[config.mk]
export PLATFORM = sky130hd
export DESIGN_NAME = bounded_deque_with_value_removal
export DESIGN_NICKNAME = d
export VERILOG_FILES = /design/src/sv/bdq_pkg.sv /design/src/sv/bdq_ctrl.sv /design/src/sv/bdq_dp.sv /design/src/sv/bounded_deque_with_value_removal.sv
export SDC_FILE = /design/constraint.sdc
export NUM_CORES = 2
export LEC_CHECK = 0
export CORE_UTILIZATION = 40
export DETAILED_ROUTE_END_ITERATION = 8
export DONT_BUFFER_PORTS = 1
export HOLD_SLACK_MARGIN = 0.02
export PLACE_DENSITY = 0.59
export SYNTH_ARGS = -nofsm -noshare
export SYNTH_HDL_FRONTEND = slang
export SYNTH_SLANG_ARGS = --single-unit
[constraint.sdc]
create_clock -name clk -period 6.5 [get_ports clk]
set_clock_uncertainty 0.2 [all_clocks]
set_input_delay 1.3 -clock clk [delete_from_list [all_inputs] [get_ports clk]]
set_output_delay 1.3 -clock clk [all_outputs]
set_load 0.01 [all_outputs]
[src/sv/bdq_pkg.sv]
// Shared types, codes and constants for the bounded deque with value removal.
package bdq_pkg;

  localparam int DEPTH_DEF = 64;
  localparam int DATA_W    = 32;
  localparam int FUNC_W    = 3;
  localparam int STATUS_W  = 2;

  localparam logic [FUNC_W-1:0] FN_PUSH_FRONT = 3'd0;
  localparam logic [FUNC_W-1:0] FN_PUSH_BACK  = 3'd1;
  localparam logic [FUNC_W-1:0] FN_POP_FRONT  = 3'd2;
  localparam logic [FUNC_W-1:0] FN_POP_BACK   = 3'd3;
  localparam logic [FUNC_W-1:0] FN_REMOVE     = 3'd4;

  localparam logic [STATUS_W-1:0] ST_OK    = 2'd0;
  localparam logic [STATUS_W-1:0] ST_FULL  = 2'd1;
  localparam logic [STATUS_W-1:0] ST_EMPTY = 2'd2;

  typedef struct packed {
    logic exec;
    logic scan_init;
    logic scan_run;
    logic finish;
  } dq_cmd_t;

  typedef struct packed {
    logic occ_zero;
    logic scan_done;
  } dq_sts_t;

endpackage

[src/sv/bdq_ctrl.sv]
// Controller state machine that sequences requests and the removal scan.
module bdq_ctrl (
  input  logic                    clk,
  input  logic                    rst_n,
  input  logic                    start,
  input  logic [bdq_pkg::FUNC_W-1:0] in_func,
  input  bdq_pkg::dq_sts_t        sts,
  output bdq_pkg::dq_cmd_t        cmd,
  output logic                    busy,
  output logic                    out_valid
);
  import bdq_pkg::*;

  typedef enum logic [1:0] {
    S_IDLE = 2'b01,
    S_SCAN = 2'b10
  } state_t;

  state_t state_r, state_nxt;
  logic   out_valid_r, out_valid_nxt;

  always_comb begin
    state_nxt     = state_r;
    out_valid_nxt = 1'b0;
    cmd           = '0;
    case (state_r)
      S_IDLE: begin
        if (start) begin
          if (in_func == FN_REMOVE && !sts.occ_zero) begin
            cmd.scan_init = 1'b1;
            state_nxt     = S_SCAN;
          end else begin
            cmd.exec      = 1'b1;
            out_valid_nxt = 1'b1;
          end
        end
      end
      S_SCAN: begin
        cmd.scan_run = 1'b1;
        if (sts.scan_done) begin
          cmd.finish    = 1'b1;
          out_valid_nxt = 1'b1;
          state_nxt     = S_IDLE;
        end
      end
      default: begin
        state_nxt = S_IDLE;
      end
    endcase
  end

  always_ff @(posedge clk) begin
    if (!rst_n) begin
      state_r     <= S_IDLE;
      out_valid_r <= 1'b0;
    end else begin
      state_r     <= state_nxt;
      out_valid_r <= out_valid_nxt;
    end
  end

  assign busy      = (state_r == S_SCAN);
  assign out_valid = out_valid_r;

endmodule

[src/sv/bdq_dp.sv]
// Datapath with the circular entry memory, pointers, scan counters and result registers.
module bdq_dp #(
  parameter int DEPTH = bdq_pkg::DEPTH_DEF,
  parameter int CW    = $clog2(DEPTH + 1)
) (
  input  logic                            clk,
  input  logic                            rst_n,
  input  bdq_pkg::dq_cmd_t                cmd,
  input  logic [bdq_pkg::FUNC_W-1:0]      in_func,
  input  logic signed [bdq_pkg::DATA_W-1:0] in_value,
  output bdq_pkg::dq_sts_t                sts,
  output logic [bdq_pkg::STATUS_W-1:0]    out_status,
  output logic [CW-1:0]                   out_count,
  output logic                            out_is_empty,
  output logic [CW-1:0]                   out_removed
);
  import bdq_pkg::*;

  localparam int AW = $clog2(DEPTH);
  localparam int SW = CW + 1;
  localparam logic [CW-1:0] FULL_CNT = CW'(DEPTH);
  localparam logic [AW-1:0] LAST_SLOT = AW'(DEPTH - 1);
  localparam logic [SW-1:0] WRAP = SW'(DEPTH);

  logic [DATA_W-1:0] mem [DEPTH];
  logic [DATA_W-1:0] mem_q_r;

  logic [AW-1:0] front_r, front_nxt;
  logic [CW-1:0] occ_r, occ_nxt;
  logic [CW-1:0] rd_off_r, rd_off_nxt;
  logic [CW-1:0] kept_r, kept_nxt;
  logic          rd_vld_r, rd_vld_nxt;
  logic [DATA_W-1:0]   key_r;
  logic [STATUS_W-1:0] status_r, status_nxt;
  logic [CW-1:0]       removed_r, removed_nxt;

  logic              we, re;
  logic [AW-1:0]     waddr, raddr;
  logic [DATA_W-1:0] wdata;

  function automatic logic [AW-1:0] slot_of(input logic [AW-1:0] base,
                                            input logic [CW-1:0] off);
    logic [SW-1:0] sum;
    sum = SW'(base) + SW'(off);
    if (sum >= WRAP) begin
      sum = sum - WRAP;
    end
    return sum[AW-1:0];
  endfunction

  always_comb begin
    front_nxt   = front_r;
    occ_nxt     = occ_r;
    rd_off_nxt  = rd_off_r;
    kept_nxt    = kept_r;
    rd_vld_nxt  = rd_vld_r;
    status_nxt  = status_r;
    removed_nxt = removed_r;
    we          = 1'b0;
    re          = 1'b0;
    waddr       = '0;
    raddr       = '0;
    wdata       = in_value;

    if (cmd.exec) begin
      status_nxt  = ST_OK;
      removed_nxt = '0;
      case (in_func)
        FN_PUSH_FRONT: begin
          if (occ_r == FULL_CNT) begin
            status_nxt = ST_FULL;
          end else begin
            front_nxt = (front_r == '0) ? LAST_SLOT : front_r - AW'(1);
            we        = 1'b1;
            waddr     = front_nxt;
            occ_nxt   = occ_r + CW'(1);
          end
        end
        FN_PUSH_BACK: begin
          if (occ_r == FULL_CNT) begin
            status_nxt = ST_FULL;
          end else begin
            we      = 1'b1;
            waddr   = slot_of(front_r, occ_r);
            occ_nxt = occ_r + CW'(1);
          end
        end
        FN_POP_FRONT: begin
          if (occ_r == '0) begin
            status_nxt = ST_EMPTY;
          end else begin
            front_nxt = (front_r == LAST_SLOT) ? '0 : front_r + AW'(1);
            occ_nxt   = occ_r - CW'(1);
          end
        end
        FN_POP_BACK: begin
          if (occ_r == '0) begin
            status_nxt = ST_EMPTY;
          end else begin
            occ_nxt = occ_r - CW'(1);
          end
        end
        default: begin
        end
      endcase
    end

    if (cmd.scan_init) begin
      rd_off_nxt = '0;
      kept_nxt   = '0;
      rd_vld_nxt = 1'b0;
    end

    if (cmd.scan_run) begin
      if (rd_off_r < occ_r) begin
        re         = 1'b1;
        raddr      = slot_of(front_r, rd_off_r);
        rd_off_nxt = rd_off_r + CW'(1);
        rd_vld_nxt = 1'b1;
      end else begin
        rd_vld_nxt = 1'b0;
      end
      if (rd_vld_r && mem_q_r != key_r) begin
        we       = 1'b1;
        waddr    = slot_of(front_r, kept_r);
        wdata    = mem_q_r;
        kept_nxt = kept_r + CW'(1);
      end
    end

    if (cmd.finish) begin
      occ_nxt     = kept_r;
      removed_nxt = occ_r - kept_r;
      status_nxt  = ST_OK;
    end
  end

  always_ff @(posedge clk) begin
    if (we) begin
      mem[waddr] <= wdata;
    end
    if (re) begin
      mem_q_r <= mem[raddr];
    end
  end

  always_ff @(posedge clk) begin
    if (!rst_n) begin
      front_r  <= '0;
      occ_r    <= '0;
      rd_off_r <= '0;
      kept_r   <= '0;
      rd_vld_r <= 1'b0;
    end else begin
      front_r  <= front_nxt;
      occ_r    <= occ_nxt;
      rd_off_r <= rd_off_nxt;
      kept_r   <= kept_nxt;
      rd_vld_r <= rd_vld_nxt;
    end
  end

  always_ff @(posedge clk) begin
    status_r  <= status_nxt;
    removed_r <= removed_nxt;
    if (cmd.scan_init) begin
      key_r <= in_value;
    end
  end

  assign sts.occ_zero  = (occ_r == '0);
  assign sts.scan_done = (rd_off_r == occ_r) && !rd_vld_r;

  assign out_status   = status_r;
  assign out_count    = occ_r;
  assign out_is_empty = (occ_r == '0);
  assign out_removed  = removed_r;

endmodule

[src/sv/bounded_deque_with_value_removal.sv]
// Top level of the bounded deque of signed values with in-order value removal.
// Push, pop, unused and empty-deque remove requests: the result strobes in the cycle after
// the request is taken, and busy stays low, so such a request can be taken every cycle.
// Remove value on a nonempty deque: busy while one memory read port scans every entry
// and one write port compacts the survivors; the result follows.
// Synchronous active-low reset empties the deque; the entry memory itself is not cleared.
module bounded_deque_with_value_removal #(
  parameter int DEPTH = bdq_pkg::DEPTH_DEF,
  parameter int CW    = $clog2(DEPTH + 1)
) (
  input  logic                              clk,
  input  logic                              rst_n,
  input  logic                              start,
  output logic                              busy,
  input  logic [bdq_pkg::FUNC_W-1:0]        in_func,
  input  logic signed [bdq_pkg::DATA_W-1:0] in_value,
  output logic                              out_valid,
  output logic [bdq_pkg::STATUS_W-1:0]      out_status,
  output logic [CW-1:0]                     out_count,
  output logic                              out_is_empty,
  output logic [CW-1:0]                     out_removed
);
  import bdq_pkg::*;

  dq_cmd_t cmd;
  dq_sts_t sts;

  bdq_ctrl u_ctrl (
    .clk       (clk),
    .rst_n     (rst_n),
    .start     (start),
    .in_func   (in_func),
    .sts       (sts),
    .cmd       (cmd),
    .busy      (busy),
    .out_valid (out_valid)
  );

  bdq_dp #(
    .DEPTH (DEPTH),
    .CW    (CW)
  ) u_dp (
    .clk          (clk),
    .rst_n        (rst_n),
    .cmd          (cmd),
    .in_func      (in_func),
    .in_value     (in_value),
    .sts          (sts),
    .out_status   (out_status),
    .out_count    (out_count),
    .out_is_empty (out_is_empty),
    .out_removed  (out_removed)
  );

endmodule

-- After elaboration in Yosys (flattened, before gate mapping)
Memory sizes are Yosys's and may differ from the RTL's. A register that Yosys moved wholly into a read port is not among the register bits.
Index checks and enable logic that the tools add are counted.
- $add $sub $neg: 13
- $lt $le $gt $ge: 4
- equality and inequality tests: 17
- mux-type cells: 57
- reductions and logical operators: 17
- operators with widths (operator ; count):
    $mux W6 ; 14
    $mux W7 ; 12
    $mux W32 ; 2
    $ne A32 B32 Y1 ; 1
    $add A6 B7 Y8 ; 3
    $ge A8 B7 Y1 const B ; 3
    $pmux W6 S2 ; 2
    $sub A6 B1 Y6 const B ; 4
    $add A7 B1 Y7 const B ; 3
    $mux W1 ; 16
    $mux W2 ; 7
    $pmux W7 S2 ; 1
    $pmux W2 S2 ; 2
    $reduce_and A4 Y1 ; 2
    $eq A7 B7 Y1 ; 1
    $eq A7 B7 Y1 const B ; 1
    $logic_not A7 Y1 ; 1
    $lt A7 B7 Y1 ; 1
    $sub A7 B1 Y7 const B ; 1
    $sub A7 B7 Y7 ; 1
    $add A6 B1 Y6 const B ; 1
    $eq A3 B2 Y1 const B ; 2
    $eq A6 B6 Y1 const B ; 1
    $logic_not A6 Y1 ; 1
    16 further kinds ; 25
- register bits: 72
- memory bits (writable): 2048
- bits of input ports: 38
- word-level logic and storage cells: 119
- memories: 1
- memory list (name ; words ; bits a word ; rd ports ; clocked after memory_dff ; write ports ; line ; text):
    u_dp.mem ; 64 ; 32 ; 1 ; 1 ; 1 ; bdq_dp.sv:25 ; logic [DATA_W-1:0] mem [DEPTH];

-- Depth between registers and ports, before layout
- word-level depth: 11
- depth in mapped cells: 16
- depth with buffers taken out: 10

-- Hierarchy
A second synthesis with hierarchy kept.
- cell total of the unflattened synthesis: 5314
- area, all modules: 87466.4 um^2
- modules (own cells, without submodules) (module ; instances ; cells each ; area an instance (um^2)):
    bdq_dp ; 1 ; 5294 ; 87276.2
    bdq_ctrl ; 1 ; 20 ; 190.2

-- Least setup slack after synthesis
No wires, ideal clock.
- path kind: input to register
- start: input in_func[1] in the netlist's numbering
- end: memory u_dp.mem[41][0] (enable)
- setup time: 0.461 ns
- arrival time: 5.121 ns
- data required time: 5.839 ns
- slack: 0.718 ns
- stages on the path: 8
- cells stage by stage: xor2_1 > a311oi_1 > nand2_1 > a2111oi_0 > a31oi_1 > a22o_1 > clkbuf_1 > nor3_1
- cells in the longest elaborated chain, start to end: 10
- elaborated cells between the ends (all ways): 18
- those cells by class: eq/ne: 2; mux: 13; reduce/logical: 3
- ends and longest elaborated chain (what ; line ; text):
    from (decl) ; bounded_deque_with_value_removal.sv:15 ; input logic [bdq_pkg::FUNC_W-1:0] in_func,
    $eq A3 B3 Y1 ; bdq_ctrl.sv:29 ; if (in_func == FN_REMOVE && !sts.occ_zero) begin
    $logic_and A1 B1 Y1 ; bdq_ctrl.sv:29 ;
    $mux W1 ; bdq_ctrl.sv:29 ;
    $mux W2 ; bdq_ctrl.sv:28 ; if (start) begin
    $mux W2 ; bdq_ctrl.sv:26 ; case (state_r)
    $mux W1 ; bdq_dp.sv:65 ; if (cmd.exec) begin
    $mux W1 ; bdq_dp.sv:123 ; if (rd_vld_r && mem_q_r != key_r) begin
    $mux W1 ; bdq_dp.sv:114 ; if (cmd.scan_run) begin
    $mux W1 ; bdq_dp.sv:139 ; if (we) begin
    $mux W1 (not written as such) ; bdq_dp.sv:140 ; mem[waddr] <= wdata;
    to (decl) ; bdq_dp.sv:25 ;
Parallel ways exist; a longest one is shown, timed or not.

-- Worst setup path after layout
- start: register u_dp.occ_r[4], in the netlist u_dp.out_count[4]
- end: register u_dp.mem_q_r[11] (read register of u_dp.mem), data pin
- cells in the longest elaborated chain, start to end: 3
- elaborated cells between the ends (all ways): 5
- those cells by class: order compare: 1; mux: 4
- ends and longest elaborated chain (what ; line ; text):
    from (decl) ; bdq_dp.sv:29 ; logic [CW-1:0] occ_r, occ_nxt;
    from (signal assigned) ; bdq_dp.sv:156 ; occ_r <= occ_nxt;
    $lt A7 B7 Y1 (*) ; bdq_dp.sv:115 ; if (rd_off_r < occ_r) begin
    $mux W6 or $mux W1 (tied branches) ; bdq_dp.sv:115 ;
    $mux W6 or $mux W1 (tied branches) ; bdq_dp.sv:114 ;
    to (decl) ; bdq_dp.sv:26 ; logic [DATA_W-1:0] mem_q_r;
Mark *: on every way between the ends. The rest lies on a longest branch, timed or not.
A chain may end at the register's enable or synchronous reset.

==> impl_results.md <==
- Final setup TNS: 0 ns
- Clk_lat worst skew: a little under 0.9 ns
- Area of the core: approximately 220000 um2
- Pre-CTS setup slack: between 1 and 1.5 ns
- Final worst slack: ~1.1 ns
- Clock network power share: 0.421
- Die width: 469 um
- RSZ-0062 raised after global routing: no
- CTS resizes: 0
- Async set-reset flop share out of synthesis: 0
- Cell area after layout: a little under 100000 um2
- TritonCTS Sinks: between 2000 and 2500
- Hold slack: 0.285 ns
- Top_reg_cell synth: edfxtp_1
- Worst min path class: reg2reg
- Starting Density: 0.402
- Die Area: around 220000 um2
- I/O pin total: 57
- Postcts setup bufs: 0
- Slew @ Worst Pin: 1.35 ns
- Die Y: approximately 470 um
- CP Data Required Time: ~7 ns
- Largest net degree at the start of global routing: 127
- Vias per cell: between 6 and 7
- Max cap viols: 0
- Final hold vios: 0
- Initial antenna violation count: 19
- Drc violations: 0
- # hold bufs at CTS: 0
- Post-detailed-routing wire length: between 200000 and 300000 um
- WL/cell: 32.8 um
- DP Wirelength: 170000 um
- DR vias: ~53000
- Static Leakage: 0.0310 uW
- GRT Residual Overflow: 0
- Crit. Startpoint: u_dp.out_count[4]
- PwrDens: approximately 290 nW/um2
- Synth warn: 0
- Post-Syn Area: 87200 um2
- Total track usage: 0.249
- #FFs+latches synth: 2152
- Fmax achieved: approximately 190 MHz
- Layout area overhead: 13.0%
- Kind of critical path: reg2reg
- Netlist cell types: 91
- Sequential power share: 0.528
- Most frequent cells in the layout: edfxtp_1 (2119), nand2_1 (321), mux2i_1 (239), buf_4 (218), clkbuf_16 (211)
- Root Buffer: clkbuf_16
- CP endpoint kind: flop
- Fill count: 18500
- Placer's final routability congestion estimate: ~0.96
- Seq/Total Area, Yosys: 0.737
- Number of global-route vias before repair: 49500
- Layout cells sized above 1: 0.160
- Fin crit share: 0.829
- Worst vdd ir: between 0.2 and 0.25 mV
- Final core area utilization: 0.454
- First-iteration detailed-routing DRC count: approximately 8400
- Placed inst area: 91600 um2
- Avg Inst Size Synth: between 15 and 20 um2
- TritonCTS clock tree: done
- Row cnt: 171
- Switching Fraction: 0.223
- Psw: around 6500 uW
- Crit start category: flop
- First-pass GRT wire length: a little under 400000 um
- Post-layout min period: roughly 5.4 ns
- Worst r2r src: u_dp.out_count[4]
- Clk buf depth: 3
- Comb pwr share: 0.051
- Status: complete, no violations
- Pre-antenna DRT Iters: 6
- # port buffers: 0
- Number of flops mapped to enable cells by yosys: around 2100
- Final setup viols: 0
- Hold Startpoint: u_dp.rd_off_r[6]
- Slew HR: 0.0918
- Mapped Nets: about 5500
- Clock-pin slew on the worst setup and hold paths: roughly 0.060 ns
- Max Slew Vio Count: 0
- P_int: 22500 uW
- Post-route ant nets: 0
- Nets@finish: between 5000 and 6000
- Num CTS Buffers: about 210
- WP data arrival: about 6 ns
- Most common cell after layout, fill and taps aside: edfxtp_1
- Htree depth: 4
- Maximum net fanout on the critical path: 36
- Gate count of the mapped netlist: 5377
## cells in the mapped netlist (all sizes together), types with 22 or more instances
library cell / n / area (um2)
a211oi: 158 / 1190
and3: 131 / 820
nor2: 154 / 581
a41oi: 27 / 236
buf: 143 / 704
nand3: 205 / 1030
inv: 28 / 105
mux2i: 239 / 2390
a32o: 24 / 240
o211ai: 59 / 443
clkbuf: 257 / 965
edfxtp: 2119 / 63600
nand4: 47 / 300
mux2: 122 / 1370
a221oi: 35 / 307
and2: 33 / 206
o22ai: 24 / 150
nor3: 102 / 515
or4: 22 / 169
a31oi: 68 / 425
o21ai: 187 / 936
ha: 40 / 500
dfxtp: 33 / 661
o221ai: 121 / 1060
xor2: 38 / 340
a2bb2oi: 26 / 228
mux4: 136 / 3060
nand2: 323 / 1210
nor4: 42 / 269
a21oi: 162 / 811
## sequential cells by signal, indices dropped and copies added, names as in the netlist
register and count:
u_ctrl.state_r 2, u_dp.front_r 6, u_dp.out_status 2, u_dp.key_r 32
u_ctrl.out_valid 1, u_dp.mem 2048, u_dp.out_count 7, u_dp.out_removed 7
u_dp.mem_q_r 32, u_dp.rd_vld_r 1, u_dp.rd_off_r 7, u_dp.kept_r 7
## per-stage QoR
stage,power (uW),cells
detailed placement,17100,8067
floorplan,16400,5377
global placement,17000,8067
finish,29000,8464
global route,29700,8456
CTS,29100,8455
## cell type report
class / instances / area (um2) / area share
Clock inverter: 137 / 1410 / 0.0144
Timing Repair Buffer: 236 / 2000 / 0.0203
Multi-Input combinational cell: 2796 / 21700 / 0.220
Tap cell: 2854 / 3570 / 0.0362
Clock buffer: 251 / 5430 / 0.0551
Antenna cell: 9 / 22.5 / 0.000229
Sequential cell: 2152 / 64300 / 0.653
Inverter: 29 / 118 / 0.00119
## kinds of logic (layout without fill, tap and decap cells)
group                      Yosys count  after routing  synth area share
and+or+nand+nor                   1122           1122            0.0639
AOI/OAI and AO/OA                 1073           1073            0.0874
adders and majority gates           45             45           0.00689
DFF                               2152           2152             0.737
xor gates and xnor gates            59             59           0.00601
muxes                              497            497            0.0783
other                                0              9                 0
buffers and inverters              429            653            0.0204
## metal layers
| metal | GRT usage | vias to the layer above | wire length [um] |
|---|---|---|---|
| met5 | 0 | - | 7 |
| met1 | 0.351 | 27200 | 110000 |
| met3 | 0.0678 | 515 | 34100 |
| li1 | - | 21800 | - |
| met4 | 0.0992 | 2 | 12100 |
| met2 | 0.366 | 3383 | 121000 |
## critical path, cell delays in order, from the launching register on
cell and delay, ns:
dfxtp_1 0.53, inv_1 0.09, ha_1 0.32, a21oi_1 0.47, o211a_2 0.80, nand2_4 0.57
nor4_4 0.41, buf_4 0.40, or4b_1 0.61, nand4_1 0.48, a31o_1 0.22
## final timing paths
check,depth (start not counted),slack [ns],end
setup / recovery,10,1.11,u_dp.mem_q_r[11]
hold / removal,1,0.28,u_dp.rd_off_r[6]
setup reg to reg,10,1.11,u_dp.mem_q_r[11]
hold reg to reg,1,0.28,u_dp.rd_off_r[6]
## power groups by stage
stage	Sequential [uW]	Clock, uW	Combinational, uW
floorplan	15600	0	828
global placement	15600	0	1440
detailed placement	15600	0	1450
CTS	15300	12300	1450
global route	15300	12900	1530
finish	15300	12200	1490
Note: power is estimated with default switching activity, not from simulation.
